File: src/tcs_pkg.sv
// ----------------------------------------------------------------------------
// Time-compression schedule package
// Shared widths, register indexes, phase codes, result type and tail ramp.
// ----------------------------------------------------------------------------
package tcs_pkg;

  localparam int unsigned FW         = 11;
  localparam int unsigned MAX_FRAMES = 1024;
  localparam int unsigned REG_IW     = 3;
  localparam int unsigned TPS_W      = 6;

  localparam logic [REG_IW-1:0] REG_TOTAL  = 3'd0;
  localparam logic [REG_IW-1:0] REG_START  = 3'd1;
  localparam logic [REG_IW-1:0] REG_STOP   = 3'd2;
  localparam logic [REG_IW-1:0] REG_HSTEP  = 3'd3;
  localparam logic [REG_IW-1:0] REG_TMODE  = 3'd4;

  typedef enum logic [1:0] {
    PH_HEAD   = 2'd0,
    PH_DETAIL = 2'd1,
    PH_TAIL   = 2'd2
  } phase_t;

  typedef struct packed {
    logic [FW-1:0] total;
    logic [FW-1:0] start;
    logic [FW-1:0] stop;
    logic [FW-1:0] head_step;
    logic          tail_mode;
  } cfg_t;

  typedef struct packed {
    logic [FW-1:0] point_index;
    logic [FW-1:0] point_size;
    logic [FW-1:0] offset_in_point;
    logic [9:0]    weight_numerator;
    logic [9:0]    point_first_frame;
    logic [FW-1:0] centre_twice;
    logic          in_tail;
    logic          last_of_point;
    logic          past_end;
  } res_t;

  // floor((2k+15)/10) capped at 8: one step more at k = 3, 8, 13, ... 33
  function automatic logic [3:0] tail_ramp(input logic [TPS_W-1:0] k);
    logic [3:0] r;
    r = 4'd1;
    for (int i = 0; i < 7; i++) begin
      if (k >= TPS_W'(3 + 5 * i)) r = r + 4'd1;
    end
    return r;
  endfunction

endpackage

File: src/tcs_if.sv
// ----------------------------------------------------------------------------
// Time-compression schedule channels
// Valid/ready channels for ticks, results and register writes.
// ----------------------------------------------------------------------------
interface tcs_in_if;
  logic valid;
  logic ready;
  logic restart;
  modport source (output valid, output restart, input ready);
  modport sink (input valid, input restart, output ready);
endinterface

interface tcs_out_if;
  logic        valid;
  logic        ready;
  logic [10:0] point_index;
  logic [10:0] point_size;
  logic [10:0] offset_in_point;
  logic [9:0]  weight_numerator;
  logic [9:0]  point_first_frame;
  logic [10:0] centre_twice;
  logic        in_tail;
  logic        last_of_point;
  logic        past_end;
  modport source (output valid, output point_index, output point_size,
                  output offset_in_point, output weight_numerator,
                  output point_first_frame, output centre_twice, output in_tail,
                  output last_of_point, output past_end, input ready);
  modport sink (input valid, input point_index, input point_size,
                input offset_in_point, input weight_numerator,
                input point_first_frame, input centre_twice, input in_tail,
                input last_of_point, input past_end, output ready);
endinterface

interface tcs_cfg_if;
  logic        valid;
  logic        ready;
  logic [2:0]  index;
  logic [10:0] data;
  modport source (output valid, output index, output data, input ready);
  modport sink (input valid, input index, input data, output ready);
endinterface

File: src/tcs_cfg.sv
// ----------------------------------------------------------------------------
// Time-compression schedule registers
// Holds the five registers and presents clamped totals and bounds.
// ----------------------------------------------------------------------------
module tcs_cfg (
  input  logic                      clk,
  input  logic                      rst_n,
  input  logic                      wr_en,
  input  logic [tcs_pkg::REG_IW-1:0] wr_index,
  input  logic [tcs_pkg::FW-1:0]    wr_data,
  output tcs_pkg::cfg_t             cfg
);
  import tcs_pkg::*;

  logic [FW-1:0] total_r, start_r, stop_r, hstep_r;
  logic          tmode_r;
  logic [FW-1:0] tot, s;

  always_ff @(posedge clk) begin
    if (!rst_n) begin
      total_r <= '0;
      start_r <= '0;
      stop_r  <= '0;
      hstep_r <= FW'(1);
      tmode_r <= 1'b0;
    end else if (wr_en) begin
      unique case (wr_index)
        REG_TOTAL: total_r <= wr_data;
        REG_START: start_r <= wr_data;
        REG_STOP:  stop_r  <= wr_data;
        REG_HSTEP: hstep_r <= wr_data;
        REG_TMODE: tmode_r <= wr_data[0];
        default: ;
      endcase
    end
  end

  always_comb begin
    tot = (total_r > FW'(MAX_FRAMES)) ? FW'(MAX_FRAMES) : total_r;
    s   = (start_r > tot) ? tot : start_r;
    cfg.total     = tot;
    cfg.start     = s;
    cfg.stop      = (stop_r < s) ? s : ((stop_r > tot) ? tot : stop_r);
    cfg.head_step = (hstep_r == '0) ? FW'(1) : hstep_r;
    cfg.tail_mode = tmode_r;
  end

endmodule

File: src/tcs_sched.sv
// ----------------------------------------------------------------------------
// Time-compression schedule tracker
// Advances frame and point state by one tick and forms the tick's result.
// ----------------------------------------------------------------------------
module tcs_sched (
  input  logic          clk,
  input  logic          rst_n,
  input  tcs_pkg::cfg_t cfg,
  input  logic          take,
  input  logic          restart,
  output tcs_pkg::res_t res
);
  import tcs_pkg::*;

  phase_t           phase_r, phase_nxt, e_phase;
  logic [FW-1:0]    point_r, point_nxt, e_point;
  logic [FW-1:0]    size_r, size_nxt, e_size;
  logic [FW-1:0]    pos_r, pos_nxt, e_pos;
  logic [9:0]       first_r, first_nxt;
  logic [FW-1:0]    step_r, step_nxt, e_step;
  logic [TPS_W-1:0] tps_r, tps_nxt, e_tps;
  logic [FW-1:0]    fc_r, fc_nxt, e_fc;

  logic             past, open;
  logic [FW-1:0]    head_left, tail_left, hsize, tsize, step0, std_step, wdiff;
  logic [TPS_W-1:0] tps0, tps1;
  logic [FW:0]      step_sum;

  always_comb begin
    e_fc    = restart ? '0 : fc_r;
    e_size  = restart ? '0 : size_r;
    e_point = restart ? '0 : point_r;
    e_pos   = restart ? '0 : pos_r;
    e_phase = restart ? PH_HEAD : phase_r;
    e_tps   = restart ? '0 : tps_r;
    e_step  = restart ? FW'(2) : step_r;

    past = (e_fc >= cfg.total);
    open = (e_size == '0) || (e_pos >= e_size);

    head_left = cfg.start - e_fc;
    tail_left = cfg.total - e_fc;
    hsize     = (cfg.head_step < head_left) ? cfg.head_step : head_left;

    step0 = (e_phase != PH_TAIL) ? (cfg.tail_mode ? FW'(1) : FW'(2)) : e_step;
    tps0  = (e_phase != PH_TAIL) ? '0 : e_tps;
    tps1  = (tps0 == '1) ? tps0 : tps0 + TPS_W'(1);
    step_sum = {1'b0, step0} + (FW+1)'(4);
    std_step = (step_sum > (FW+1)'(2047)) ? FW'(2047) : step_sum[FW-1:0];
    tsize    = (step0 < tail_left) ? step0 : tail_left;

    phase_nxt = e_phase;
    point_nxt = e_point;
    size_nxt  = e_size;
    pos_nxt   = e_pos;
    first_nxt = first_r;
    step_nxt  = e_step;
    tps_nxt   = e_tps;
    fc_nxt    = e_fc;

    if (!past) begin
      fc_nxt  = e_fc + FW'(1);
      pos_nxt = e_pos + FW'(1);
      if (open) begin
        point_nxt = (e_size == '0) ? '0 : e_point + FW'(1);
        first_nxt = e_fc[9:0];
        pos_nxt   = FW'(1);
        if (e_fc < cfg.start) begin
          phase_nxt = PH_HEAD;
          size_nxt  = hsize;
        end else if (e_fc < cfg.stop) begin
          phase_nxt = PH_DETAIL;
          size_nxt  = FW'(1);
        end else begin
          phase_nxt = PH_TAIL;
          size_nxt  = tsize;
          tps_nxt   = tps1;
          step_nxt  = cfg.tail_mode ? FW'(tail_ramp(tps1)) : std_step;
        end
      end
    end

    wdiff = size_nxt - pos_nxt;
    res   = '0;
    if (past) begin
      res.past_end = 1'b1;
    end else begin
      res.point_index       = point_nxt;
      res.point_size        = size_nxt;
      res.offset_in_point   = pos_nxt;
      res.weight_numerator  = wdiff[9:0];
      res.point_first_frame = first_nxt;
      res.centre_twice      = {first_nxt, 1'b0} + size_nxt - FW'(1);
      res.in_tail           = (phase_nxt == PH_TAIL);
      res.last_of_point     = (pos_nxt == size_nxt);
    end
  end

  always_ff @(posedge clk) begin
    if (!rst_n) begin
      phase_r <= PH_HEAD;
      point_r <= '0;
      size_r  <= '0;
      pos_r   <= '0;
      first_r <= '0;
      step_r  <= FW'(2);
      tps_r   <= '0;
      fc_r    <= '0;
    end else if (take) begin
      phase_r <= phase_nxt;
      point_r <= point_nxt;
      size_r  <= size_nxt;
      pos_r   <= pos_nxt;
      first_r <= first_nxt;
      step_r  <= step_nxt;
      tps_r   <= tps_nxt;
      fc_r    <= fc_nxt;
    end
  end

endmodule

File: src/tcs_outq.sv
// ----------------------------------------------------------------------------
// Time-compression schedule result buffer
// Output register with one skid entry behind it.
// ----------------------------------------------------------------------------
module tcs_outq (
  input  logic          clk,
  input  logic          rst_n,
  input  logic          push,
  input  tcs_pkg::res_t push_data,
  output logic          can_push,
  output logic          head_valid,
  input  logic          pop,
  output tcs_pkg::res_t head_data
);
  import tcs_pkg::*;

  logic main_v_r, main_v_nxt, skid_v_r, skid_v_nxt;
  res_t main_r, main_nxt, skid_r, skid_nxt;

  assign can_push   = !skid_v_r;
  assign head_valid = main_v_r;
  assign head_data  = main_r;

  always_comb begin
    main_v_nxt = main_v_r;
    skid_v_nxt = skid_v_r;
    main_nxt   = main_r;
    skid_nxt   = skid_r;
    if (pop) begin
      if (skid_v_r) begin
        main_nxt   = skid_r;
        skid_v_nxt = push;
        skid_nxt   = push_data;
      end else begin
        main_v_nxt = push;
        main_nxt   = push_data;
      end
    end else if (!main_v_r) begin
      main_v_nxt = push;
      main_nxt   = push_data;
    end else if (push) begin
      skid_v_nxt = 1'b1;
      skid_nxt   = push_data;
    end
  end

  always_ff @(posedge clk) begin
    if (!rst_n) begin
      main_v_r <= 1'b0;
      skid_v_r <= 1'b0;
    end else begin
      main_v_r <= main_v_nxt;
      skid_v_r <= skid_v_nxt;
    end
  end

  always_ff @(posedge clk) begin
    main_r <= main_nxt;
    skid_r <= skid_nxt;
  end

endmodule

File: src/time_compression_schedule_top.sv
// ----------------------------------------------------------------------------
// Time-compression schedule top level
// Maps each frame tick to its compressed point: head, detail and tail phases.
//
//   channel  dir   payload                              request
//   in_ch    in    restart                              one frame tick
//   out_ch   out   point fields, in_tail, last, past    one tick result
//   cfg_ch   in    index, data                          one register write
//
// A request is taken every cycle while the skid entry is free; its result is
// registered in the output register, or in the skid entry if the output is held.
// A stalled output holds two results, then the input stalls.
// Reset is synchronous: registers return to their defaults, schedule to frame 0.
// Register writes are always taken.
// ----------------------------------------------------------------------------
module time_compression_schedule_top (
  input logic        clk,
  input logic        rst_n,
  tcs_in_if.sink     in_ch,
  tcs_out_if.source  out_ch,
  tcs_cfg_if.sink    cfg_ch
);
  import tcs_pkg::*;

  cfg_t cfg;
  res_t res, head;
  logic can_push, take, head_valid, pop;

  assign cfg_ch.ready = 1'b1;
  assign in_ch.ready  = can_push;
  assign take         = in_ch.valid && can_push;
  assign pop          = head_valid && out_ch.ready;

  tcs_cfg u_cfg (
    .clk      (clk),
    .rst_n    (rst_n),
    .wr_en    (cfg_ch.valid),
    .wr_index (cfg_ch.index),
    .wr_data  (cfg_ch.data),
    .cfg      (cfg)
  );

  tcs_sched u_sched (
    .clk     (clk),
    .rst_n   (rst_n),
    .cfg     (cfg),
    .take    (take),
    .restart (in_ch.restart),
    .res     (res)
  );

  tcs_outq u_outq (
    .clk        (clk),
    .rst_n      (rst_n),
    .push       (take),
    .push_data  (res),
    .can_push   (can_push),
    .head_valid (head_valid),
    .pop        (pop),
    .head_data  (head)
  );

  assign out_ch.valid             = head_valid;
  assign out_ch.point_index       = head.point_index;
  assign out_ch.point_size        = head.point_size;
  assign out_ch.offset_in_point   = head.offset_in_point;
  assign out_ch.weight_numerator  = head.weight_numerator;
  assign out_ch.point_first_frame = head.point_first_frame;
  assign out_ch.centre_twice      = head.centre_twice;
  assign out_ch.in_tail           = head.in_tail;
  assign out_ch.last_of_point     = head.last_of_point;
  assign out_ch.past_end          = head.past_end;

  a_past_zero: assert property (@(posedge clk) disable iff (!rst_n)
    out_ch.valid && out_ch.past_end |-> out_ch.point_size == '0 &&
      out_ch.offset_in_point == '0 && !out_ch.last_of_point)
    else $error("past_end result carries point data");

  a_offset_range: assert property (@(posedge clk) disable iff (!rst_n)
    out_ch.valid && !out_ch.past_end |->
      out_ch.offset_in_point != '0 && out_ch.offset_in_point <= out_ch.point_size)
    else $error("offset outside its point");

  a_weight: assert property (@(posedge clk) disable iff (!rst_n)
    out_ch.valid && !out_ch.past_end && out_ch.last_of_point |->
      out_ch.weight_numerator == '0)
    else $error("nonzero weight on last frame of point");

  a_full_stall: assert property (@(posedge clk) disable iff (!rst_n)
    !in_ch.ready |-> out_ch.valid)
    else $error("input stalled with empty output");

endmodule
File: src/flat_wrapper.sv
// flat-port wrapper written by rule: the top's interface ports become plain ports
module time_compression_schedule_top_flat import tcs_pkg::*;
  (clk, rst_n, in_ch_valid, in_ch_restart, in_ch_ready, out_ch_valid, out_ch_point_index, out_ch_point_size, out_ch_offset_in_point, out_ch_weight_numerator, out_ch_point_first_frame, out_ch_centre_twice, out_ch_in_tail, out_ch_last_of_point, out_ch_past_end, out_ch_ready, cfg_ch_valid, cfg_ch_index, cfg_ch_data, cfg_ch_ready);
  tcs_in_if in_ch_i ();
  tcs_out_if out_ch_i ();
  tcs_cfg_if cfg_ch_i ();
  input logic clk;
  input logic rst_n;
  input wire logic [$bits(in_ch_i.valid)-1:0] in_ch_valid;
  input wire logic [$bits(in_ch_i.restart)-1:0] in_ch_restart;
  output wire logic [$bits(in_ch_i.ready)-1:0] in_ch_ready;
  output wire logic [$bits(out_ch_i.valid)-1:0] out_ch_valid;
  output wire logic [$bits(out_ch_i.point_index)-1:0] out_ch_point_index;
  output wire logic [$bits(out_ch_i.point_size)-1:0] out_ch_point_size;
  output wire logic [$bits(out_ch_i.offset_in_point)-1:0] out_ch_offset_in_point;
  output wire logic [$bits(out_ch_i.weight_numerator)-1:0] out_ch_weight_numerator;
  output wire logic [$bits(out_ch_i.point_first_frame)-1:0] out_ch_point_first_frame;
  output wire logic [$bits(out_ch_i.centre_twice)-1:0] out_ch_centre_twice;
  output wire logic [$bits(out_ch_i.in_tail)-1:0] out_ch_in_tail;
  output wire logic [$bits(out_ch_i.last_of_point)-1:0] out_ch_last_of_point;
  output wire logic [$bits(out_ch_i.past_end)-1:0] out_ch_past_end;
  input wire logic [$bits(out_ch_i.ready)-1:0] out_ch_ready;
  input wire logic [$bits(cfg_ch_i.valid)-1:0] cfg_ch_valid;
  input wire logic [$bits(cfg_ch_i.index)-1:0] cfg_ch_index;
  input wire logic [$bits(cfg_ch_i.data)-1:0] cfg_ch_data;
  output wire logic [$bits(cfg_ch_i.ready)-1:0] cfg_ch_ready;
  assign in_ch_i.valid = in_ch_valid;
  assign in_ch_i.restart = in_ch_restart;
  assign in_ch_ready = in_ch_i.ready;
  assign out_ch_valid = out_ch_i.valid;
  assign out_ch_point_index = out_ch_i.point_index;
  assign out_ch_point_size = out_ch_i.point_size;
  assign out_ch_offset_in_point = out_ch_i.offset_in_point;
  assign out_ch_weight_numerator = out_ch_i.weight_numerator;
  assign out_ch_point_first_frame = out_ch_i.point_first_frame;
  assign out_ch_centre_twice = out_ch_i.centre_twice;
  assign out_ch_in_tail = out_ch_i.in_tail;
  assign out_ch_last_of_point = out_ch_i.last_of_point;
  assign out_ch_past_end = out_ch_i.past_end;
  assign out_ch_i.ready = out_ch_ready;
  assign cfg_ch_i.valid = cfg_ch_valid;
  assign cfg_ch_i.index = cfg_ch_index;
  assign cfg_ch_i.data = cfg_ch_data;
  assign cfg_ch_ready = cfg_ch_i.ready;
  time_compression_schedule_top u_core (.clk(clk), .rst_n(rst_n), .in_ch(in_ch_i), .out_ch(out_ch_i), .cfg_ch(cfg_ch_i));
endmodule
File: config.mk
export PLATFORM = sky130hd
export DESIGN_NAME = time_compression_schedule_top_flat
export DESIGN_NICKNAME = d
export VERILOG_FILES = /design/src/tcs_pkg.sv /design/src/tcs_if.sv /design/src/tcs_cfg.sv /design/src/tcs_sched.sv /design/src/tcs_outq.sv /design/src/time_compression_schedule_top.sv /design/src/flat_wrapper.sv
export SDC_FILE = /design/constraint.sdc
export NUM_CORES = 1
export LEC_CHECK = 0
export CORE_MARGIN = 2
export CORE_UTILIZATION = 35
export CTS_CLUSTER_SIZE = 30
export DETAILED_ROUTE_END_ITERATION = 12
export DONT_BUFFER_PORTS = 1
export PLACE_DENSITY = 0.52
export SLEW_MARGIN = 25
export SYNTH_ARGS = -nofsm -noshare
export SYNTH_HDL_FRONTEND = slang
export SYNTH_SLANG_ARGS = --single-unit
File: constraint.sdc
create_clock -name clk -period 10 [get_ports clk]
set_input_delay 1 -clock clk [delete_from_list [all_inputs] [get_ports clk]]
set_output_delay 1 -clock clk [all_outputs]
set_load 0.01 [all_outputs]
==> results by group <==
Status
  • Status: finished clean

Clocking
  • Clock Latency Late Sink: 0.59 ns
  • Clock-pin transition on the worst setup and hold timing paths: 0.06 ns
  • Cts repair resizes: 0
  • CTS Sinks: between 200 and 300
  • Post-CTS Setup Bufs: 0
  • CTS Buffer Depth: 3
  • H-tree depth: 1
  • Hold-fix buffers, CTS: 0
  • Num CTS Buffers: 30
  • CTS tree: done
  • CTS Root Cell: clkbuf_16

Route
  • Vias per cell: 5.47
  • DR vias: approximately 13000
  • DRC: 0
  • Post-DRT Antenna Nets: 0
  • DRT iter0 DRCs: 920
  • Routed wire length: 46500 um
  • Avg WL per Cell: 19.3 um
  • Drt pass-1 iters: 6

Global routing
  • Vias in the first global route: 12201
  • Total Routing Usage GR: 0.192
  • GR Overflow Total: 0
  • Initial antenna violation count: 0
  • Met2 usage: 0.303
  • Grt peak-use layer: met2
  • Largest net degree at the start of global routing: 87
  • First-pass GRT wire length: 71700 um
  • Met3 Use GR: 0.0319
  • Met1 Use GR: 0.275

Die
  • Chip width: approximately 220 um
  • Vert. Die Dim: between 200 and 250 um
  • Total core area: ~45000 um^2
  • Initial Utilization: 0.354
  • Ports: 90
  • Core Rows: between 70 and 80
  • Die Area: between 40000 and 50000 um^2

STA
  • Clock Skew: about 0.0096 ns
  • Tmin final: 9.17 ns
  • Final Hold Viols: 0
  • Least-Margin Pin Slew: roughly 1 ns
  • FMAX: 0.109 GHz
  • Max-slew headroom: 0.327
  • RSZ-0062 raised after global routing: false
  • Total negative slack: 0 ns
  • Setup violators final: 0
  • Slew Limit Fails: 0
  • Final worst path period share: 0.917

Worst setup path
  • Worst path max stage delay: between 0.5 and 0.6 ns
  • Required time worst endpoint: 10.34 ns
  • Worst Setup End Kind: flip-flop
  • Sum of buffers and inverters on the critical path: 5
  • Kind of critical path: flip-flop to flip-flop
  • Setup crit start kind: flip-flop
  • Critical Path AT: approximately 9.5 ns
  • R2R Setup Slk: 0.83 ns
  • Cell family with most CP delay: compound AO/OA/AOI/OAI gates
  • Crit path max-delay cell type: a2111oi_0
  • CP Max Fanout: 14

Finish
  • Share of cells above drive strength 1: 0.0697
  • Area delta synth->final: 10.1%
  • Final Cell Area: between 15000 and 20000 um^2
  • Final core utilization: 0.390
  • Nets: ~1900
  • N_diodes: 0

Pwr
  • Cell Pwr Density: between 150 and 200 nW/um^2
  • Pwr Total: between 3 and 4 mW
  • VDD IR-drop max: around 0.12 mV
  • Static leakage: 6.99 nW

Synthesis
  • Syn Area/Cell: slightly below 9 um^2
  • Mux cell area share after synthesis: 0.0351
  • Post-synth EDFFs: about 130
  • Yosys warning count: 0
  • Post-Synth Adder-Cell Area: 0.110
  • Yosys reg bits: between 200 and 300
  • Synth async-reset ratio: 0
  • Post-synthesis cell area: around 16000 um^2
  • Sequential area share after synthesis: 0.400
  • Ys flop type: edfxtp_1
  • Post-Syn Nets: 1981
  • Post-synthesis xor/xnor area fraction: 0.0379
  • Largest family of logic cells by synthesized area: simple AND/OR/NAND/NOR gates
  • Mapped Cells: 1823
  • Synth Area in Simple Gates: 0.199
  • Netlist cell types: 86
  • Complex-gate fraction of the synthesized area: 0.173

Placement
  • Placement Cell Area: approximately 17000 um^2
  • Routability congestion estimate: 0.908
  • Post-DP HPWL: 34300 um
  • Number of port buffers: 0

Worst hold path
  • Hold Crit Class: flip-flop to flip-flop

Flow run
  • Max-Cap Viols: 0
## stage by stage
stage	setup WS, ns	hold WS [ns]	instances
final	0.832	0.460	2407
after detailed placement	0.400	0.456	2352
after global routing	0.00924	0.486	2407
after floorplan	1.41	0.418	1823
after CTS	0.380	0.464	2407
after global placement	0.624	0.431	2352
## state kept, by name, summed over array words and instances, names as in the netlist, 2 cells and up
| register | count |
|---|---|
| u_core.u_cfg.stop_r | 11 |
| u_core.u_cfg.start_r | 11 |
| u_core.u_sched.step_r | 11 |
| u_core.u_cfg.hstep_r | 11 |
| u_core.u_sched.tps_r | 6 |
| u_core.u_cfg.total_r | 11 |
| u_core.u_sched.point_r | 11 |
| u_core.u_sched.size_r | 11 |
| u_core.u_sched.phase_r | 2 |
| u_core.u_outq.skid_r | 67 |
| u_core.u_sched.first_r | 10 |
| u_core.u_sched.fc_r | 11 |
| u_core.u_sched.pos_r | 11 |
| u_core.u_outq.head_data | 67 |
## power breakdown
part	internal (mW)	switching (mW)	total, mW
Clock	0.665	0.454	1.12
Combinational	0.260	0.439	0.699
Sequential	1.18	0.0593	1.24
Total	2.11	0.952	3.06
## worst reg2reg max path, delay by kind of cell (launching register included)
family | cells | cell delay (ns)
adder cells (fa/ha/maj) | 6 | 1.69
flip-flops | 1 | 0.46
buffers and inverters | 5 | 0.72
multiplexers | 2 | 0.68
XOR/XNOR | 2 | 0.30
AND/OR/NAND/NOR | 8 | 1.80
AO/OA/AOI/OAI | 16 | 3.26
## area by class of cell
cell class	count	area (um^2)
multi-input combinational	1378	8940
timing repair buffer	26	195
clock inverter	11	138
inverter	94	353
sequential	254	6430
tap	600	751
fill	4592	27700
clock buffer	44	885
## layer usage
| layer | routed length, um | share of wire | vias up |
|---|---|---|---|
| met2 | 20900 | 0.45 | 378 |
| li1 | - | - | 6394 |
| met1 | 21800 | 0.47 | 6325 |
| met4 | 1010 | 0.022 | 0 |
| met3 | 2850 | 0.061 | 63 |
| met5 | 0 | 0 | - |
## worst paths after layout
kind / to / cells past startpoint / startpoint
worst max-delay path: u_core.u_outq.head_data[12]$_DFFE_PP_ / 39 / u_core.u_cfg.total_r[10]$_SDFFE_PN0P_
worst min-delay path: u_core.u_cfg.total_r[5]$_SDFFE_PN0P_ / 2 / u_core.u_cfg.total_r[5]$_SDFFE_PN0P_
worst max register to register: u_core.u_outq.head_data[12]$_DFFE_PP_ / 39 / u_core.u_cfg.total_r[10]$_SDFFE_PN0P_
worst min register to register: u_core.u_cfg.total_r[5]$_SDFFE_PN0P_ / 2 / u_core.u_cfg.total_r[5]$_SDFFE_PN0P_
## cells in the mapped netlist (24+ instances only)
library cell  count  area (um^2)
dfxtp_1         120         2400
xnor2_1          33          289
nand2b_1         39          244
nor2_1          164          616
nor2b_1          39          244
ha_1            133         1660
inv_1            93          349
nand3_1          47          235
o21ai_0          72          360
xor2_1           31          272
edfxtp_1        134         4020
mux2i_1          35          350
a21o_1           29          218
a211oi_1         26          195
nor3_1           40          200
clkbuf_1         83          312
a21oi_1         152          761
o31ai_1          37          278
and2_1           24          150
nand2_1         261          980
## placed cells by master, fill, tap and decap left out, drive strengths merged, types with 41 or more instances in the layout
master	synthesis	layout
a21oi	153	153
nor2	165	165
inv	93	94
dfxtp	120	120
ha	133	133
nor3	41	41
clkbuf	83	44
o21ai	77	77
nand3	47	47
edfxtp	134	134
nand2	261	261
## kinds of logic after synthesis
kind of cell,after synthesis
flip-flops,254
XOR/XNOR,67
adder cells (fa/ha/maj),138
AND/OR/NAND/NOR,690
AO/OA/AOI/OAI,428
other,1
buffers and inverters,191
multiplexers,54
Note: power is estimated with default switching activity, not from simulation.
